**src/rtl/mhpq_pkg.sv**
```systemverilog
`timescale 1ns / 1ps
// Package for the max heap priority queue: widths, operation codes and the
// control word that the queue broadcasts to its row of cells.
// Depends on nothing; every other file of the block uses it.
package mhpq_pkg;

  // Field widths of the input and result words.
  localparam int KEY_W  = 31;
  localparam int MODE_W = 2;
  localparam int OCC_W  = 9;

  // Default number of keys the queue holds.
  localparam int CAPACITY_DEF = 256;

  // Operation codes carried in the mode field; the fourth code is a no-op.
  typedef enum logic [MODE_W-1:0] {
    OP_PUSH  = 2'd0,
    OP_POP   = 2'd1,
    OP_CLEAR = 2'd2
  } op_t;

  // Control word broadcast to every cell in the cycle an operation applies.
  typedef struct packed {
    logic             push;
    logic             pop;
    logic             clear;
    logic [KEY_W-1:0] key;
  } cell_ctrl_t;

endpackage

```
**src/rtl/mhpq_cell.sv**
```systemverilog
`timescale 1ns / 1ps
// One slot of the sorted key row. The row is kept in descending order from
// cell 0; each cell looks at its left and right neighbors. Depends on mhpq_pkg.
module mhpq_cell (
  input  logic                       clk,
  input  logic                       rst_n,
  input  mhpq_pkg::cell_ctrl_t       ctrl,
  input  logic [mhpq_pkg::KEY_W-1:0] left_key,
  input  logic                       left_valid,
  input  logic                       left_ge,
  input  logic [mhpq_pkg::KEY_W-1:0] right_key,
  input  logic                       right_valid,
  output logic [mhpq_pkg::KEY_W-1:0] key,
  output logic                       valid,
  output logic                       ge
);

  logic [mhpq_pkg::KEY_W-1:0] key_r;
  logic [mhpq_pkg::KEY_W-1:0] key_nxt;
  logic                       valid_r;
  logic                       valid_nxt;

  // This cell keeps its key on a push when it holds one at least as large.
  assign ge    = valid_r && (key_r >= ctrl.key);
  assign key   = key_r;
  assign valid = valid_r;

  // Next contents: keep, clear, take the new key, shift right on push, shift left on pop.
  always_comb begin
    key_nxt   = key_r;
    valid_nxt = valid_r;
    if (ctrl.clear) begin
      valid_nxt = 1'b0;
    end else if (ctrl.pop) begin
      key_nxt   = right_key;
      valid_nxt = right_valid;
    end else if (ctrl.push && !ge) begin
      if (left_ge) begin
        key_nxt   = ctrl.key;
        valid_nxt = 1'b1;
      end else begin
        key_nxt   = left_key;
        valid_nxt = left_valid;
      end
    end
  end

  // Occupancy flag is control state and resets.
  always_ff @(posedge clk) begin
    if (!rst_n) begin
      valid_r <= 1'b0;
    end else begin
      valid_r <= valid_nxt;
    end
  end

  // Key payload needs no reset.
  always_ff @(posedge clk) begin
    key_r <= key_nxt;
  end

endmodule

```
**config.mk**
```make
export PLATFORM = sky130hd
export DESIGN_NAME = mhpq_cell
export DESIGN_NICKNAME = d
export VERILOG_FILES = /design/src/rtl/mhpq_pkg.sv /design/src/rtl/mhpq_cell.sv
export SDC_FILE = /design/constraint.sdc
export NUM_CORES = 1
export LEC_CHECK = 0
export BUFFER_PORTS_ARGS = -buffer_cell sky130_fd_sc_hd__clkbuf_2
export CORE_UTILIZATION = 45
export DETAILED_ROUTE_END_ITERATION = 10
export GPL_ROUTABILITY_DRIVEN = 1
export PLACE_DENSITY = 0.86
export SLEW_MARGIN = 20
export SYNTH_ARGS = -nofsm -noshare
export SYNTH_HDL_FRONTEND = slang
export SYNTH_SLANG_ARGS = --single-unit
```
**constraint.sdc**
```tcl
create_clock -name clk -period 2.85 [get_ports clk]
set_input_delay 0.1425 -clock clk [delete_from_list [all_inputs] [get_ports clk]]
set_output_delay 0.1425 -clock clk [all_outputs]
set_load 0.02 [all_outputs]
```
; Word-level counts from Yosys, hierarchy flattened
; Cells that the tools add are included.
; Widths: inputs -> output; s select.
[op_classes]
add_sub_neg = 0
n_mul = 0
div = 0
magnitude_cmp = 1
eq_ne = 0
n_shift = 0
mux = 6
n_bitwise = 2
reduce_logical = 6
[op_table]
columns = operator, count
row1 = $mux 31, 3
row2 = $ge 31x31->1, 1
row3 = $mux 1, 3
row4 = $logic_and 1x1->1, 2
row5 = $not 1->1, 2
row6 = $reduce_and 2->1, 1
row7 = $reduce_bool 2->1, 1
row8 = $reduce_or 2->1, 1
row9 = $logic_not 1->1, 1
[totals]
ff_bits = 32
latchBits = 0
ramBits = 0
mem_bits_ro = 0
in_bits = 101
out_inout_bits = 33
wordCells = 17
n_memories = 0

; Longest topological paths before layout
[logic_depth]
word_depth = 6
depth_mapped = 8

; Least setup slack after synthesis
; OpenSTA, ideal clock, no wires.
[synth_path]
path_type = reg-to-reg
start = reg key_r (netlist bit key[22])
end = reg key_r (netlist bit key[0]) (enable)
t_arrival_ps = 2141
setup_slack_ps = 334
stages_incl_launch_ff = 8
path_buffers = 0
period_less_slack_ps = 2516
path_cell_list = edfxtp_1 > ha_1 > a21oi_1 > o21ai_0 > a221oi_1 > o211ai_1 > a21oi_1 > o31a_2
[synth_between]
elab_chain_cells = 6
[synth_rtl]
columns = item, line_no
row1 = "start, declared", mhpq_cell.sv:18  ; logic [mhpq_pkg::KEY_W-1:0] key_r;
row2 = "start signal, assigned", mhpq_cell.sv:59  ; key_r <= key_nxt;
row3 = $ge 31x31->1, mhpq_cell.sv:24  ; assign ge = valid_r && (key_r >= ctrl.key);
row4 = $logic_and 1x1->1, mhpq_cell.sv:24
row5 = $logic_not 1->1, mhpq_cell.sv:37  ; end else if (ctrl.push && !ge) begin
row6 = $logic_and 1x1->1, mhpq_cell.sv:37
row7 = $reduce_bool 2->1 (no line), n/a
row8 = $reduce_and 2->1 (no line), n/a
; Every way passes these cells.
; A chain may end at the register's enable or synchronous reset.

; Worst setup path in the final report
[layout_path]
start = reg key_r (netlist bit key[22])
end = reg key_r (netlist bit key[17]) (enable)
; The elaborated chain is that of the path after synthesis.

==> impl_results.md <==
* Antenna viol nets, final at 0
* Rows at 26
* Post-Syn Area at 0.002419 mm²
* Most common library cell in the layout ignoring fill and taps: clkbuf_2
* Arr. time, crit path at 2.40 ns
* First-pass DRT Iterations at 4
* Commonest non-fill, non-tap cells in the layout: 133 x clkbuf_2, 37 x nand2_1, 35 x o21ai_0
* Total CTS buffers at 5
* CP Class: flip-flop to flip-flop
* Largest net degree at the start of global routing at 44
* # IOs at 134
* First-pass GRT wire length at 9515 µm
* Cell chain of the critical path: ha_1, a21oi_1, o21ai_0, a221oi_1, o211ai_1, a21oi_1, o31a_2, buf_4
* Slowest-stage cell, CP: edfxtp_1
* Wirelength, routed at 6270 µm
* Crit path capture type: flip-flop
* Static Leak at 1.721 nW
* Clk slew on worst S/H paths at 0.06 ns
* Max Transition Viols Final at 0
* Drt initial violations at 69
* Die height at 75.31 µm
* Post-cts resize count at 0
* Port Buffer Count at 133
* Final setup fails at 0
* CTS H-tree lvls at 2
* Final setup TNS at 0 ns
* Sink Count at 32
* Distinct cells, synth at 26
* Worst reg2reg path depth at 8
* Area grow syn2layout at 34.25%
* Xor/xnor share of the synthesized area at 0%
* Cells after synthesis at 257
* Synth Area in Compound Gates at 13.71%
* Tot Pwr at 1.296 mW
* Vias in the first global route at 2298
* Initial core utilization at 47.05%
* Synthesized flop and latch total at 32
* Type of origin of the critical path: flip-flop
* Routed wire per std cell at 13.60 µm
* Status: finished clean
* Worst-Skew Late Latency at 0.27 ns
* Sequential area share after synthesis at 39.32%
* Fill count at 466
* CP delay by family, top: compound AO/OA/AOI/OAI gates
* Max Fclk at 409.6 MHz
* CP most frequent cell: a21oi_1
* Die ar. at 0.005672 mm²
* Remaining DRCs at 0
* Number of hold buffers added after CTS at 0
* Max-capacitance violation count at 0
* Mapped Nets at 389
* Multiplexer share of the synthesized area at 12.83%
* Final Hold Violating Endpoints at 0
* Clock Tree Buf Depth at 2
* Adder-Cell Fraction of Synth Area at 16.04%
* Multi-input logic area at 0.001295 mm²
* Sequential cell area at 950.9 µm²
* Placer Congestion at 0.9031
* WP data required at 2.81 ns
* Nets at 522
* Core Region at 0.005140 mm²
* Post-CTS Repair Setup Buffers at 0
* Worst min-delay path category: input port to flip-flop
* Gr ovfl total at 0
* Main combinational cell family by area after synthesis: adder cells
* Worst IR Drop VDD at 0.0002283 V
* RSZ-0062 raised after global routing: false
* Pwr Density at 399.2 mW/mm²
* CTS tree: done
* Share of post-route cells with drive strength above 1 at 37.34%
* Syn Area/Cell at 9.411 µm²
* Crit. path cell count at 8
* Crit-path max FO at 17
* CTS root buffer: clkbuf_8
* Die Wd at 75.31 µm
* DP Wirelength at 5222 µm
* Delay of the slowest cell on the worst path at 0.40 ns
* Crit path buf inv count at 1
* Ant. Diodes at 0
* Final Cycle Share at 85.67%
* Slew @ Worst Pin at 0.7085 ns
* Slew HR at 52.76%
* Via count at 2360
* Vias per cell at 5.119
* Synth Area in Simple Gates at 10.97%
* Synthesis Warnings at 0
* Initial antenna violation count at 0
* Min Clock Period, post-route at 2.442 ns
* Clock Skews at 0.007757 ns
* Worst Hold Path Cells at 2
* GRT Total Usage at 22.64%
## metrics by stage
| stage | worst slack (ns) | area [µm²] | util, % | hold WS, ns | cells |
|---|---|---|---|---|---|
| 2_1_floorplan | 0.3340 | 2419 | - | 0.2114 | 257 |
| 3_3_place_gp | 0.5227 | 3157 | 61.42 | 0.3394 | 453 |
| 3_5_place_dp | 0.4216 | 3157 | 61.42 | 0.3550 | 453 |
| 4_1_cts | 0.3961 | 3247 | 63.17 | 0.05973 | 461 |
| 5_1_grt | 0.2297 | 3247 | 63.17 | 0.06436 | 461 |
| 6_report | 0.4084 | 3247 | 63.17 | 0.06984 | 461 |
## worst register-to-register path, stage by stage, from the launching register on
cell	delay (ns)
edfxtp_1	0.40
ha_1	0.32
a21oi_1	0.13
o21ai_0	0.13
a221oi_1	0.32
o211ai_1	0.13
a21oi_1	0.25
o31a_2	0.18
buf_4	0.26
## state kept, by name, indices dropped and copies added, names as in the netlist
register  flops
key          31
valid         1
## kinds of logic (layout without fill, tap and decap cells)
kind of cell	after synthesis	count (layout)
compound gates	59	59
buf+inv	45	179
flops	32	32
mux	31	31
simple gates	59	59
fa+ha+maj	31	31
## per-layer routing
metal	track usage (%)	wire [µm]	share of wire, %
met1	24.31	2622	42
met2	41.96	3195	51
met3	5.688	311	5.0
met4	9.877	140	2.2
met5	0	0	0
## Yosys cell counts
master      n  area, µm²
nand4_1     7      43.79
nor4b_1     1      8.760
nand2_1    37      138.9
inv_1      34      127.6
nand3b_1    1      7.510
nor4_2      1      12.51
buf_2       3      15.01
a221oi_1    1      8.760
a21boi_0    1      7.510
nand3_1     4      20.02
o211ai_1    2      15.01
a21oi_1    14      70.07
buf_1       1      3.750
edfxtp_1   31      930.9
nor4_1      1      6.260
mux2i_1    31      310.3
clkbuf_1    7      26.28
a2111oi_2   1      15.01
o31ai_1     1      7.510
ha_1       31      387.9
dfxtp_1     1      20.02
nor3_1      1      5.000
o31a_2      1      10.01
o21ai_0    35      175.2
nor2_1      6      22.52
a211oi_1    3      22.52
## layout make-up
| type | count | share of cell area (%) |
|---|---|---|
| Clock buffer | 8 | 2.775 |
| Inverter | 34 | 3.931 |
| Multi-Input combinational cell | 180 | 39.88 |
| Sequential cell | 32 | 29.29 |
| Tap cell | 70 | 2.697 |
| Timing Repair Buffer | 137 | 21.43 |
## worst paths after layout
kind	slack [ns]	endpoint	from
max reg2reg	0.41	key[17]$_DFFE_PP_	key[22]$_DFFE_PP_
min	0.07	valid$_SDFFE_PP0P_	ctrl[31]
min reg2reg	0.73	valid$_SDFFE_PP0P_	valid$_SDFFE_PP0P_
max	0.41	key[17]$_DFFE_PP_	key[22]$_DFFE_PP_
## report_power, final
part	internal (mW)	switching, mW	total (mW)
Combinational	0.157	0.205	0.362
Sequential	0.561	0.0186	0.580
Clock	0.197	0.157	0.354
Total	0.915	0.381	1.30
(Power assumes the default switching activity.)
